**src/sv/bmp2rgba_pkg.sv**
```systemverilog
// Shared types, register codes and color expansion tables for the BMP to RGBA8888 converter.
// Used by bmp2rgba_assemble, bmp2rgba_convert and bmp_pixel_stream_to_rgba8888.
package bmp2rgba_pkg;

    localparam int DEF_MAX_WIDTH  = 4096;
    localparam int DEF_MAX_HEIGHT = 4096;

    localparam int CFG_IDX_W  = 2;
    localparam int CFG_DATA_W = 13;
    localparam int POS_W      = 12;
    localparam int OUT_DATA_W = 32 + 2 * POS_W;

    // register indexes
    localparam logic [CFG_IDX_W-1:0] CFG_PIXEL_FORMAT = 2'd0;
    localparam logic [CFG_IDX_W-1:0] CFG_IMAGE_WIDTH  = 2'd1;
    localparam logic [CFG_IDX_W-1:0] CFG_IMAGE_HEIGHT = 2'd2;

    // pixel format codes; the unused code behaves as 32 bpp
    localparam logic [1:0] FMT_RGB565   = 2'd0;
    localparam logic [1:0] FMT_RGB888   = 2'd1;
    localparam logic [1:0] FMT_RGBA8888 = 2'd2;

    typedef struct packed {
        logic [1:0]            fmt;
        logic [CFG_DATA_W-1:0] width;
        logic [CFG_DATA_W-1:0] height;
    } t_cfg;

    typedef struct packed {
        logic             emit;
        logic             last;
        logic [POS_W-1:0] row;
        logic [POS_W-1:0] col;
        logic [31:0]      pixel;
    } t_asm_result;

    typedef logic [31:0][7:0] t_e5_tab;
    typedef logic [63:0][7:0] t_e6_tab;

    function automatic t_e5_tab f_e5_tab();
        t_e5_tab tab;
        for (int i = 0; i < 32; i++) begin
            tab[i] = 8'((i * 255) / 31);
        end
        return tab;
    endfunction

    function automatic t_e6_tab f_e6_tab();
        t_e6_tab tab;
        for (int i = 0; i < 64; i++) begin
            tab[i] = 8'((i * 255) / 63);
        end
        return tab;
    endfunction

    localparam t_e5_tab E5_TAB = f_e5_tab();
    localparam t_e6_tab E6_TAB = f_e6_tab();

endpackage

```
**src/sv/bmp_pixel_stream_to_rgba8888.sv**
```systemverilog
// Accepts one BMP pixel-data byte per cycle and emits one RGBA8888 word per completed pixel,
// tagged with its column and top-down row. A byte is taken every cycle when the output side
// keeps up: each byte passes an input register, one pass of assembly and conversion logic, and
// a result register. The input stalls only when the result register is full, the downstream
// side holds off, and the byte waiting in the input register would complete a pixel. A write to
// any known register starts a new frame; bytes after the last pixel of the image are dropped
// until then. Rows arrive bottom-up, so the first row read reports row height-1 and the last
// pixel carries tlast.
// Depends on bmp2rgba_pkg, bmp2rgba_assemble and bmp2rgba_convert.
module bmp_pixel_stream_to_rgba8888 #(
    parameter int MAX_WIDTH  = bmp2rgba_pkg::DEF_MAX_WIDTH,
    parameter int MAX_HEIGHT = bmp2rgba_pkg::DEF_MAX_HEIGHT
) (
    input  logic                                i_clk,
    input  logic                                i_rst_n,
    input  logic                                i_cfg_we,
    input  logic [bmp2rgba_pkg::CFG_IDX_W-1:0]  i_cfg_idx,
    input  logic [bmp2rgba_pkg::CFG_DATA_W-1:0] i_cfg_data,
    input  logic                                s_axis_tvalid,
    output logic                                s_axis_tready,
    input  logic [7:0]                          s_axis_tdata,   // [7:0] data_byte
    output logic                                m_axis_tvalid,
    input  logic                                m_axis_tready,
    // [31:0] pixel_word, [43:32] column, [55:44] row
    output logic [bmp2rgba_pkg::OUT_DATA_W-1:0] m_axis_tdata,
    output logic                                m_axis_tlast    // last_pixel
);
    import bmp2rgba_pkg::*;

    t_cfg r_cfg;
    logic cfg_clear;

    logic       r_in_valid;
    logic [7:0] r_in_byte;

    logic                  r_out_valid;
    logic [OUT_DATA_W-1:0] r_out_data;
    logic                  r_out_last;

    t_asm_result asm_res;
    logic [31:0] n_word;
    logic        out_free;
    logic        consume;
    logic        emit;

    // configuration registers
    always_ff @(posedge i_clk) begin
        if (!i_rst_n) begin
            r_cfg.fmt    <= FMT_RGBA8888;
            r_cfg.width  <= CFG_DATA_W'(1);
            r_cfg.height <= CFG_DATA_W'(1);
        end else if (i_cfg_we) begin
            unique case (i_cfg_idx)
                CFG_PIXEL_FORMAT: r_cfg.fmt    <= i_cfg_data[1:0];
                CFG_IMAGE_WIDTH:  r_cfg.width  <= i_cfg_data;
                CFG_IMAGE_HEIGHT: r_cfg.height <= i_cfg_data;
                default: ;
            endcase
        end
    end

    always_comb begin
        cfg_clear = i_cfg_we && (i_cfg_idx == CFG_PIXEL_FORMAT ||
                                 i_cfg_idx == CFG_IMAGE_WIDTH  ||
                                 i_cfg_idx == CFG_IMAGE_HEIGHT);
    end

    // a held byte leaves the input register unless it completes a pixel and the
    // result register cannot take it this cycle
    always_comb begin
        emit          = r_in_valid && asm_res.emit;
        out_free      = !r_out_valid || m_axis_tready;
        consume       = r_in_valid && (out_free || !asm_res.emit);
        s_axis_tready = !r_in_valid || consume;
    end

    always_ff @(posedge i_clk) begin
        if (!i_rst_n) begin
            r_in_valid <= 1'b0;
        end else if (s_axis_tready) begin
            r_in_valid <= s_axis_tvalid;
        end
    end

    always_ff @(posedge i_clk) begin
        if (s_axis_tready && s_axis_tvalid) begin
            r_in_byte <= s_axis_tdata;
        end
    end

    bmp2rgba_assemble #(
        .MAX_WIDTH  (MAX_WIDTH),
        .MAX_HEIGHT (MAX_HEIGHT)
    ) u_assemble (
        .i_clk   (i_clk),
        .i_rst_n (i_rst_n),
        .i_cfg   (r_cfg),
        .i_clear (cfg_clear),
        .i_fire  (consume),
        .i_byte  (r_in_byte),
        .o_res   (asm_res)
    );

    bmp2rgba_convert u_convert (
        .i_fmt   (r_cfg.fmt),
        .i_pixel (asm_res.pixel),
        .o_word  (n_word)
    );

    always_ff @(posedge i_clk) begin
        if (!i_rst_n) begin
            r_out_valid <= 1'b0;
        end else if (consume && emit) begin
            r_out_valid <= 1'b1;
        end else if (m_axis_tready) begin
            r_out_valid <= 1'b0;
        end
    end

    always_ff @(posedge i_clk) begin
        if (consume && emit) begin
            r_out_data <= {asm_res.row, asm_res.col, n_word};
            r_out_last <= asm_res.last;
        end
    end

    assign m_axis_tvalid = r_out_valid;
    assign m_axis_tdata  = r_out_data;
    assign m_axis_tlast  = r_out_last;

    a_last_is_top_row: assert property (@(posedge i_clk) disable iff (!i_rst_n)
        (m_axis_tvalid && m_axis_tlast) |-> (m_axis_tdata[OUT_DATA_W-1 -: POS_W] == '0))
        else $error("last pixel not on the top row");

    a_pixel_lands: assert property (@(posedge i_clk) disable iff (!i_rst_n)
        (consume && emit) |=> m_axis_tvalid)
        else $error("completed pixel did not reach the result register");

    a_no_overwrite: assert property (@(posedge i_clk) disable iff (!i_rst_n)
        (m_axis_tvalid && !m_axis_tready) |-> !(consume && emit))
        else $error("result register overwritten while stalled");

endmodule

```
**src/sv/bmp2rgba_assemble.sv**
```systemverilog
// Byte assembly, row padding skip and column/row tracking for the BMP converter.
// Depends on bmp2rgba_pkg for the config and result structs and format codes.
module bmp2rgba_assemble #(
    parameter int MAX_WIDTH  = bmp2rgba_pkg::DEF_MAX_WIDTH,
    parameter int MAX_HEIGHT = bmp2rgba_pkg::DEF_MAX_HEIGHT
) (
    input  logic                      i_clk,
    input  logic                      i_rst_n,
    input  bmp2rgba_pkg::t_cfg        i_cfg,
    input  logic                      i_clear,
    input  logic                      i_fire,
    input  logic [7:0]                i_byte,
    output bmp2rgba_pkg::t_asm_result o_res
);
    import bmp2rgba_pkg::*;

    localparam int CW = $clog2(MAX_WIDTH + 1);
    localparam int RW = $clog2(MAX_HEIGHT + 1);

    logic [23:0]   r_partial;
    logic [1:0]    r_phase;
    logic [CW-1:0] r_col;
    logic [RW-1:0] r_rows;
    logic [1:0]    r_pad;
    logic          r_done;

    logic [CW-1:0] w_eff;
    logic [RW-1:0] h_eff;
    logic [2:0]    bpp;
    logic          last_byte;
    logic [31:0]   full;
    logic [CW-1:0] n_col;
    logic [RW-1:0] n_rows;
    logic          row_end;
    logic [3:0]    row_bytes_lo;
    logic [1:0]    n_pad;
    logic [RW-1:0] dest_row;

    always_comb begin
        if (i_cfg.width == '0) begin
            w_eff = CW'(1);
        end else if (32'(i_cfg.width) > 32'(MAX_WIDTH)) begin
            w_eff = CW'(MAX_WIDTH);
        end else begin
            w_eff = CW'(i_cfg.width);
        end
        if (i_cfg.height == '0) begin
            h_eff = RW'(1);
        end else if (32'(i_cfg.height) > 32'(MAX_HEIGHT)) begin
            h_eff = RW'(MAX_HEIGHT);
        end else begin
            h_eff = RW'(i_cfg.height);
        end

        case (i_cfg.fmt)
            FMT_RGB565: bpp = 3'd2;
            FMT_RGB888: bpp = 3'd3;
            default:    bpp = 3'd4;
        endcase

        last_byte = (3'(r_phase) + 3'd1) >= bpp;
        full      = {8'h00, r_partial} | (32'(i_byte) << {r_phase, 3'b000});

        n_col   = r_col + CW'(1);
        n_rows  = r_rows + RW'(1);
        row_end = n_col >= w_eff;

        // padding rounds row bytes up to a multiple of four
        row_bytes_lo = 4'(2'(w_eff)) * 4'(bpp);
        n_pad        = 2'(4'd0 - row_bytes_lo);

        dest_row = h_eff - RW'(1) - r_rows;

        o_res.emit  = !r_done && (r_pad == 2'd0) && last_byte;
        o_res.last  = (r_rows == h_eff - RW'(1)) && (r_col == w_eff - CW'(1));
        o_res.row   = POS_W'(32'(dest_row));
        o_res.col   = POS_W'(32'(r_col));
        o_res.pixel = full;
    end

    always_ff @(posedge i_clk) begin
        if (!i_rst_n || i_clear) begin
            r_partial <= '0;
            r_phase   <= '0;
            r_col     <= '0;
            r_rows    <= '0;
            r_pad     <= '0;
            r_done    <= 1'b0;
        end else if (i_fire && !r_done) begin
            if (r_pad != 2'd0) begin
                r_pad <= r_pad - 2'd1;
            end else if (!last_byte) begin
                r_partial <= r_partial | 24'(32'(i_byte) << {r_phase, 3'b000});
                r_phase   <= r_phase + 2'd1;
            end else begin
                r_partial <= '0;
                r_phase   <= '0;
                if (row_end) begin
                    r_col  <= '0;
                    r_rows <= n_rows;
                    r_pad  <= n_pad;
                    r_done <= n_rows >= h_eff;
                end else begin
                    r_col <= n_col;
                end
            end
        end
    end

    a_no_emit_after_image: assert property (@(posedge i_clk) disable iff (!i_rst_n)
        r_done |-> !o_res.emit)
        else $error("pixel emitted after the image completed");

    a_no_emit_in_padding: assert property (@(posedge i_clk) disable iff (!i_rst_n)
        (r_pad != 2'd0) |-> !o_res.emit)
        else $error("pixel emitted while skipping row padding");

    a_phase_range: assert property (@(posedge i_clk) disable iff (!i_rst_n)
        3'(r_phase) < bpp)
        else $error("byte phase ran past the pixel size");

endmodule

```
**src/sv/bmp2rgba_convert.sv**
```systemverilog
// Pixel format conversion from an assembled little-endian BMP pixel to an RGBA8888 word.
// Depends on bmp2rgba_pkg for format codes and the 5/6-bit expansion tables.
module bmp2rgba_convert (
    input  logic [1:0]  i_fmt,
    input  logic [31:0] i_pixel,
    output logic [31:0] o_word
);
    import bmp2rgba_pkg::*;

    always_comb begin
        case (i_fmt)
            FMT_RGB565: begin
                o_word = {8'hFF, E5_TAB[i_pixel[4:0]], E6_TAB[i_pixel[10:5]],
                          E5_TAB[i_pixel[15:11]]};
            end
            FMT_RGB888: begin
                o_word = {8'hFF, i_pixel[7:0], i_pixel[15:8], i_pixel[23:16]};
            end
            default: begin
                o_word = {i_pixel[7:0], i_pixel[15:8], i_pixel[23:16], i_pixel[31:24]};
            end
        endcase
    end

endmodule
```
**config.mk**
```make
export PLATFORM = sky130hd
export DESIGN_NAME = bmp_pixel_stream_to_rgba8888
export DESIGN_NICKNAME = d
export VERILOG_FILES = /design/src/sv/bmp2rgba_pkg.sv /design/src/sv/bmp_pixel_stream_to_rgba8888.sv /design/src/sv/bmp2rgba_assemble.sv /design/src/sv/bmp2rgba_convert.sv
export SDC_FILE = /design/constraint.sdc
export NUM_CORES = 1
export LEC_CHECK = 0
export ABC_AREA = 0
export BUFFER_PORTS_ARGS = -buffer_cell sky130_fd_sc_hd__buf_4
export CORE_MARGIN = 8
export CORE_UTILIZATION = 60
export CTS_BUF_LIST = sky130_fd_sc_hd__clkbuf_16
export CTS_CLUSTER_DIAMETER = 150
export DETAILED_ROUTE_END_ITERATION = 8
export GPL_ROUTABILITY_DRIVEN = 1
export PLACE_DENSITY = 0.78
export SETUP_SLACK_MARGIN = 0.3
export SLEW_MARGIN = 5
export SYNTH_ARGS = -nofsm -noshare
export SYNTH_HDL_FRONTEND = slang
export SYNTH_HIERARCHICAL = 1
export SYNTH_SLANG_ARGS = --single-unit
```
**constraint.sdc**
```tcl
create_clock -name i_clk -period 10.1 [get_ports i_clk]
set_clock_uncertainty 0.1 [all_clocks]
set_input_delay 1.01 -clock i_clk [delete_from_list [all_inputs] [get_ports i_clk]]
set_output_delay 1.01 -clock i_clk [all_outputs]
set_load 0.05 [all_outputs]
```
==> impl_metrics.yaml, run 1 <==
drt:
  1st_pass_router_iterations: 5
  drtIter0Drc: 747
  wl_per_cell_um: 17.8
  drc: 0
  drt.antenna.violating_nets: 0
  viasPerCell: 6.09
  detailed_route_wl_um: 22000
  detailroute.via_count: 7515
clocking:
  cts-buffers-inserted: 17
  postCtsSetupBuffers: 0
  worst_skew_pair.late_latency_ns: 0.43
  root_buffer: "sky130_fd_sc_hd__clkbuf_16"
  cts.repair.resized: 0
  clkSinkCount: 150
  tritoncts: "yes"
  hold_buffers: 0
  ctsHtreeMaxLevel: 4
  cts.clk_slew.worst_paths_ns: 0.06
  cts.path.max_buffers: 2
sta:
  post-route-min-period_ns: 4.95
  hold_ws_ns: 0.372
  finalMaxSlewViolations: 0
  fin_setup_tns_ns: 0
  max_clock_freq_mhz: 202
  max_slew.worst_pin.slew_ns: 1.00
  grt_setup_unrepaired: "false"
  period_share: 0.490
  setup_violations: 0
  finalHoldViolations: 0
  timing.slew.headroom: 0.331
logic_synthesis:
  post-synth-top-count-cell: "sky130_fd_sc_hd__nand2_1"
  synth.top_cell.area_share: 0.217
  synth.top_cells.by_count: "120 x sky130_fd_sc_hd__nand2_1, 90 x sky130_fd_sc_hd__nor2_1, 85 x sky130_fd_sc_hd__dfxtp_1, 65 x sky130_fd_sc_hd__edfxtp_1, 46 x sky130_fd_sc_hd__a21oi_1"
  postSynth.topFlopCell: "sky130_fd_sc_hd__dfxtp_1"
  yosysTopAreaCell: "sky130_fd_sc_hd__edfxtp_1"
  ys_types: 82
  mappedNetlistNets: 1067
  synth_warnings: 6
  postSynthCellCount: 994
  part_of_the_yosys_area_used_for_sequential_elements: 0.406
  ys_seq_elements: 150
  synth_top_cells_by_area: "sky130_fd_sc_hd__edfxtp_1 22%, sky130_fd_sc_hd__dfxtp_1 19%, sky130_fd_sc_hd__ha_1 6.1%, sky130_fd_sc_hd__nand2_1 5.0%, sky130_fd_sc_hd__mux2i_1 4.9%"
  avgSynthCellArea_sq_um: 9.05
  synthArstFlopShare: 0
  post_synth_instance_area_sq_mm: 0.00900
  synth-edff-count: 65
floorplanning:
  top_level_ports: 87
  floorplan_core_area_sq_mm: 0.0146
  die_area_sq_mm: 0.0192
  floorplan.initialDensity: 0.617
  rows: 44
  die_width_um: 138
  fp.dieH_um: 138
setup_path:
  cp_data_required_time_ns: 10.37
  rr_endpoint: "u_assemble/r_col[2]"
  critPathSlowestCell: "sky130_fd_sc_hd__dfxtp_2"
  critical_path.reg2reg.startpoint: "r_cfg[27]"
  worst_setup_end_kind: "flop"
  worst-endpoint-arrival_ns: 5.22
  r2r.worst_path.cells: 13
  largest_stage_delay_worst_path_ns: 0.99
  worstPathMaxFanout: 63
  worst_setup_path_start_kind: "flop"
  path_cells: "nor2b_1 > ha_1 > nand2b_1 > a21o_1 > a21oi_1 > nor4_1 > a21boi_0 > nand2_1 > nor2_1 > nand2b_1 > nor3_1 > buf_4 > a22o_1"
  reg2reg_setup_slack_ns: 5.15
  critical-path-top-cell-by-count: "sky130_fd_sc_hd__nand2b_1"
  criticalPathCategory: "flop to flop"
cells_and_area:
  num_antenna_cells: 0
  nets: 1111
  fillCellCount: 1183
  fraction_of_final_layout_cells_with_drive_strength_greater_than_1: 0.136
  footprint_of_the_multi_input_gates_sq_mm: 0.00484
  area_delta_synth_final_pct: 12.3
  ff_latch_area_sq_mm: 0.00365
min_path:
  worstHoldPathType: "flop to flop"
  hold_end: "u_assemble/r_partial[14]"
  holdPathStages: 2
  hold_wc_startpoint: "u_assemble/r_partial[14]"
power_and_ir_drop:
  power_per_cell_area_mw_per_mm2: 141
  peakVddDrop_mv: 0.0959
  total_power_w: 0.00142
  p_leak_nw: 4.36
global_route:
  global_route.overflow_total: 0
  grtUsageTotal: 0.226
  via_count_of_the_first_global_routing_pass: 6890
  number_of_antenna_violations_at_the_first_check_in_global_routing: 0
  grt_pass1_wl_um: 35800
  grt_start_max_net_pins: 64
run:
  drv.max_cap_violation_count: 0
placement:
  hpwl_um: 15900
  placement.io_buffers: 86
  routabilityCongestion: 0.971
status:
  status: "finished, final reports clean"
## stage by stage
stage          worst slack [ns]  instance area [sq um]   util  std cells
2_1_floorplan              5.58                   9000      -        994
3_3_place_gp               5.41                   9590  0.657       1203
3_5_place_dp               5.27                   9590  0.657       1203
4_1_cts                    5.23                  10100  0.693       1235
5_1_grt                    4.43                  10100  0.693       1235
6_report                   5.15                  10100  0.693       1235
## worst max-delay path, delay by kind of cell, from the launching register on
| kind | cells | cell delay, ns |
|---|---|---|
| AND/OR/NAND/NOR | 7 | 2.22 |
| AO/OA/AOI/OAI | 4 | 1.00 |
| flip-flops | 1 | 0.99 |
| adder cells (fa/ha/maj) | 1 | 0.31 |
| buffers and inverters | 1 | 0.27 |
## metal layers
metal | routed length [um] | vias up | part of all wire | GRT usage
li1 | - | 3671 | - | -
met1 | 10000 | 3547 | 0.46 | 0.302
met2 | 10100 | 255 | 0.46 | 0.354
met3 | 1330 | 42 | 0.060 | 0.0449
met4 | 490 | 0 | 0.022 | 0.0841
met5 | 0 | - | 0 | 0
## kinds of logic (layout without fill, tap and decap cells)
group                      after synthesis  count (layout)  synth area share
AOI/OAI and AO/OA                      237             237             0.179
xor gates and xnor gates                44              44            0.0444
adders and majority gates               45              45            0.0634
buffers and inverters                  108             165            0.0581
DFF                                    150             150             0.406
muxes                                   45              45            0.0502
and+or+nand+nor                        365             365             0.199
## how the worst max path moves through the flow
| stage | start | end | slack [ns] |
|---|---|---|---|
| 2_1_floorplan | u_assemble/r_phase[0] | m_axis_tdata[0] | 5.58 |
| 3_3_place_gp | r_cfg[27] | u_assemble/r_col[2] | 5.41 |
| 3_5_place_dp | r_cfg[27] | u_assemble/r_col[2] | 5.27 |
| 4_1_cts | r_cfg[27] | u_assemble/r_col[2] | 5.23 |
| 5_1_grt | r_cfg[27] | u_assemble/r_col[6] | 4.43 |
| 6_report | r_cfg[27] | u_assemble/r_col[2] | 5.15 |
## report_power, final
group	total, W	internal (W)	leakage [nW]	switching, W
Combinational	0.000204	0.0000803	2.77	0.000124
Sequential	0.000663	0.000646	1.33	0.0000167
Clock	0.000558	0.000309	0.257	0.000248
Total	0.00142	0.00104	4.36	0.000389
## state kept, by name, summed over array words and instances (netlist names)
register,count
m_axis_tdata,56
r_cfg,28
u_assemble/r_partial,24
u_assemble/r_col,13
u_assemble/r_rows,13
r_in_byte,8
u_assemble/r_pad,2
u_assemble/r_phase,2
m_axis_tlast,1
m_axis_tvalid,1
r_in_valid,1
u_assemble/r_done,1
## layout by cell type (no fill, tap or decap), types with 8 or more instances in the layout
master,count
sky130_fd_sc_hd__a21oi_1,46
sky130_fd_sc_hd__ha_1,44
sky130_fd_sc_hd__edfxtp_1,65
sky130_fd_sc_hd__and3_1,16
sky130_fd_sc_hd__nor2b_1,17
sky130_fd_sc_hd__nand2b_1,21
sky130_fd_sc_hd__nand2_1,120
sky130_fd_sc_hd__a41o_1,8
sky130_fd_sc_hd__o21ai_1,26
sky130_fd_sc_hd__nor3_1,26
sky130_fd_sc_hd__dfxtp_1,84
sky130_fd_sc_hd__o31ai_1,10
sky130_fd_sc_hd__a21o_1,36
sky130_fd_sc_hd__xor2_1,13
sky130_fd_sc_hd__inv_1,38
sky130_fd_sc_hd__clkbuf_16,17
sky130_fd_sc_hd__nand3_1,22
sky130_fd_sc_hd__o21ai_0,32
sky130_fd_sc_hd__buf_4,94
sky130_fd_sc_hd__mux2i_1,44
sky130_fd_sc_hd__nor2_1,89
sky130_fd_sc_hd__nor4_1,12
sky130_fd_sc_hd__xnor2_1,30
## final cells by class
cell class,instances,area share
timing repair buffer,94,0.0698
multi-input combinational,736,0.479
clock buffer,17,0.0421
tap,184,0.0228
clock inverter,15,0.00904
inverter,39,0.0158
sequential,150,0.362
No activity file was read; power rests on OpenSTA's default activity.
==> run 2: changes to the inputs <==
- CORE_UTILIZATION: 60 -> 54
- PLACE_DENSITY: 0.78 -> 0.74
- clock period: 10.1 -> 4.5 ns (I/O delays scaled with it)
==> impl_metrics.yaml, run 2 (synthesis results as in run 1) <==
clocking:
  ctsHtreeMaxLevel: 4
  worst_skew_pair.late_latency_ns: 0.43
  cts.path.max_buffers: 2
  hold_buffers: 0
  cts-buffers-inserted: 17
  root_buffer: "sky130_fd_sc_hd__clkbuf_16"
  tritoncts: "yes"
  cts.clk_slew.worst_paths_ns: 0.06
  clkSinkCount: 150
setup_path:
  setup.worst_path.end: "u_assemble/r_rows[7]"
  cell_depth_of_the_worst_setup_path: 13
  largest_stage_delay_worst_path_ns: 0.62
  worst_setup_end_kind: "flop"
  reg2reg_setup_slack_ns: 0.50
  critPathLaunch: "u_assemble/r_col[3]"
  cp_num_buf_inv: 2
  criticalPathCategory: "flop to flop"
  rr_endpoint: "u_assemble/r_rows[7]"
  r2r.worst_path.cells: 13
  worst_path_dominant_cell_family: "simple AND/OR/NAND/NOR gates"
  worstPathMaxFanout: 21
  critPathSlowestCell: "sky130_fd_sc_hd__or4b_1"
  cp_data_required_time_ns: 4.77
  worst-endpoint-arrival_ns: 4.27
  critical_path.reg2reg.startpoint: "u_assemble/r_col[3]"
  path_cells: "nand3_1 > or4b_1 > or3_1 > xnor2_1 > ha_1 > a2111oi_0 > buf_4 > nand2b_1 > o21ai_0 > a41oi_4 > buf_6 > a311oi_1 > a41o_1"
  worst_setup_path_start_kind: "flop"
global_route:
  grtUsageTotal: 0.208
  grt_pass1_wl_um: 36100
  number_of_antenna_violations_at_the_first_check_in_global_routing: 0
  grt_start_max_net_pins: 55
  via_count_of_the_first_global_routing_pass: 7038
  global_route.overflow_total: 0
cells_and_area:
  nets: 1125
  largest_register_ffs: 56
  layout_commonest_cell: "sky130_fd_sc_hd__nand2_1"
  num_antenna_cells: 0
  area_delta_synth_final_pct: 15.1
  final_cell_mix: "120 x sky130_fd_sc_hd__nand2_1, 106 x sky130_fd_sc_hd__buf_4, 89 x sky130_fd_sc_hd__nor2_1"
  fraction_of_final_layout_cells_with_drive_strength_greater_than_1: 0.155
sta:
  max_clock_freq_mhz: 250
  max_slew.worst_pin.slew_ns: 0.759
  post-route-min-period_ns: 4.00
  hold_ws_ns: 0.0913
  setup_violations: 0
  grt_setup_unrepaired: "false"
  finalMaxSlewViolations: 0
  finalHoldViolations: 0
  period_share: 0.889
  fin_setup_tns_ns: 0
  timing.slew.headroom: 0.489
floorplanning:
  floorplan.initialDensity: 0.548
  fp.dieH_um: 145
  top_level_ports: 87
  rows: 47
  floorplan_core_area_sq_mm: 0.0164
  die_width_um: 145
  die_area_sq_mm: 0.0210
status:
  status: "finished, final reports clean"
drt:
  viasPerCell: 5.83
  wl_per_cell_um: 17.2
  1st_pass_router_iterations: 5
  detailroute.via_count: 7492
  drtIter0Drc: 583
  drt.antenna.violating_nets: 0
  detailed_route_wl_um: 22100
  drc: 0
placement:
  placement.io_buffers: 86
  routabilityCongestion: 0.947
  hpwl_um: 16200
power_and_ir_drop:
  power_per_cell_area_mw_per_mm2: 317
  peakVddDrop_mv: 0.276
  total_power_w: 0.00328
  p_leak_nw: 4.45
min_path:
  worstHoldPathType: "input port to flop"
run:
  drv.max_cap_violation_count: 0
## run 2: stage by stage
stage / util / setup WS [ns] / cells / area [sq um]
after floorplan: - / 0.616 / 994 / 9000
after global placement: 0.594 / 0.460 / 1252 / 9740
after detailed placement: 0.594 / 0.325 / 1252 / 9740
after CTS: 0.628 / 0.394 / 1284 / 10300
after global routing: 0.631 / 0.264 / 1285 / 10400
final: 0.631 / 0.499 / 1285 / 10400
## run 2: area by class of cell
cell class                 count  area, sq um
clock inverter                15          118
inverter                      39          160
clock buffer                  17          425
timing repair buffer         108          827
tap                          220          275
fill                        1402         6060
multi-input combinational    736         4880
sequential                   150         3660
## run 2: worst reg2reg max path: stages (launching register included)
cell and delay [ns]:
sky130_fd_sc_hd__dfxtp_1 0.44, sky130_fd_sc_hd__nand3_1 0.16, sky130_fd_sc_hd__or4b_1 0.62, sky130_fd_sc_hd__or3_1 0.40
sky130_fd_sc_hd__xnor2_1 0.15, sky130_fd_sc_hd__ha_1 0.32, sky130_fd_sc_hd__a2111oi_0 0.46, sky130_fd_sc_hd__buf_4 0.21
sky130_fd_sc_hd__nand2b_1 0.05, sky130_fd_sc_hd__o21ai_0 0.17, sky130_fd_sc_hd__a41oi_4 0.17, sky130_fd_sc_hd__buf_6 0.28
sky130_fd_sc_hd__a311oi_1 0.29, sky130_fd_sc_hd__a41o_1 0.13
## run 2: repair_timing
action | CTS | global route
gates resized for setup | 1 | 13
endpoints found under the setup margin | 1 | 22
pin swaps | 0 | 1
buffers inserted | 0 | 1
## run 2: power by group
group / switching, W / internal, W
combinational: 0.000292 / 0.000192
sequential: 0.0000286 / 0.00145
clock: 0.000562 / 0.000753
## run 2: worst min path at each step
| stage | from | endpoint | slack (ns) | cells after the start |
|---|---|---|---|---|
| after global placement | u_assemble/r_partial[10] | u_assemble/r_partial[10] | 0.35 | 2 |
| after global routing | s_axis_tdata[5] | r_in_byte[5] | 0.08 | 1 |
| after CTS | s_axis_tdata[5] | r_in_byte[5] | 0.08 | 1 |
| final | s_axis_tdata[7] | r_in_byte[7] | 0.09 | 1 |
| after detailed placement | u_assemble/r_partial[0] | u_assemble/r_partial[0] | 0.36 | 2 |
| after floorplan | r_cfg[12] | r_cfg[12] | 0.34 | 2 |
## run 2: routing by layer
layer | part of all wire | track usage
met1 | 0.44 | 0.261
met2 | 0.48 | 0.345
met3 | 0.059 | 0.0494
met4 | 0.020 | 0.0718
met5 | 0 | 0
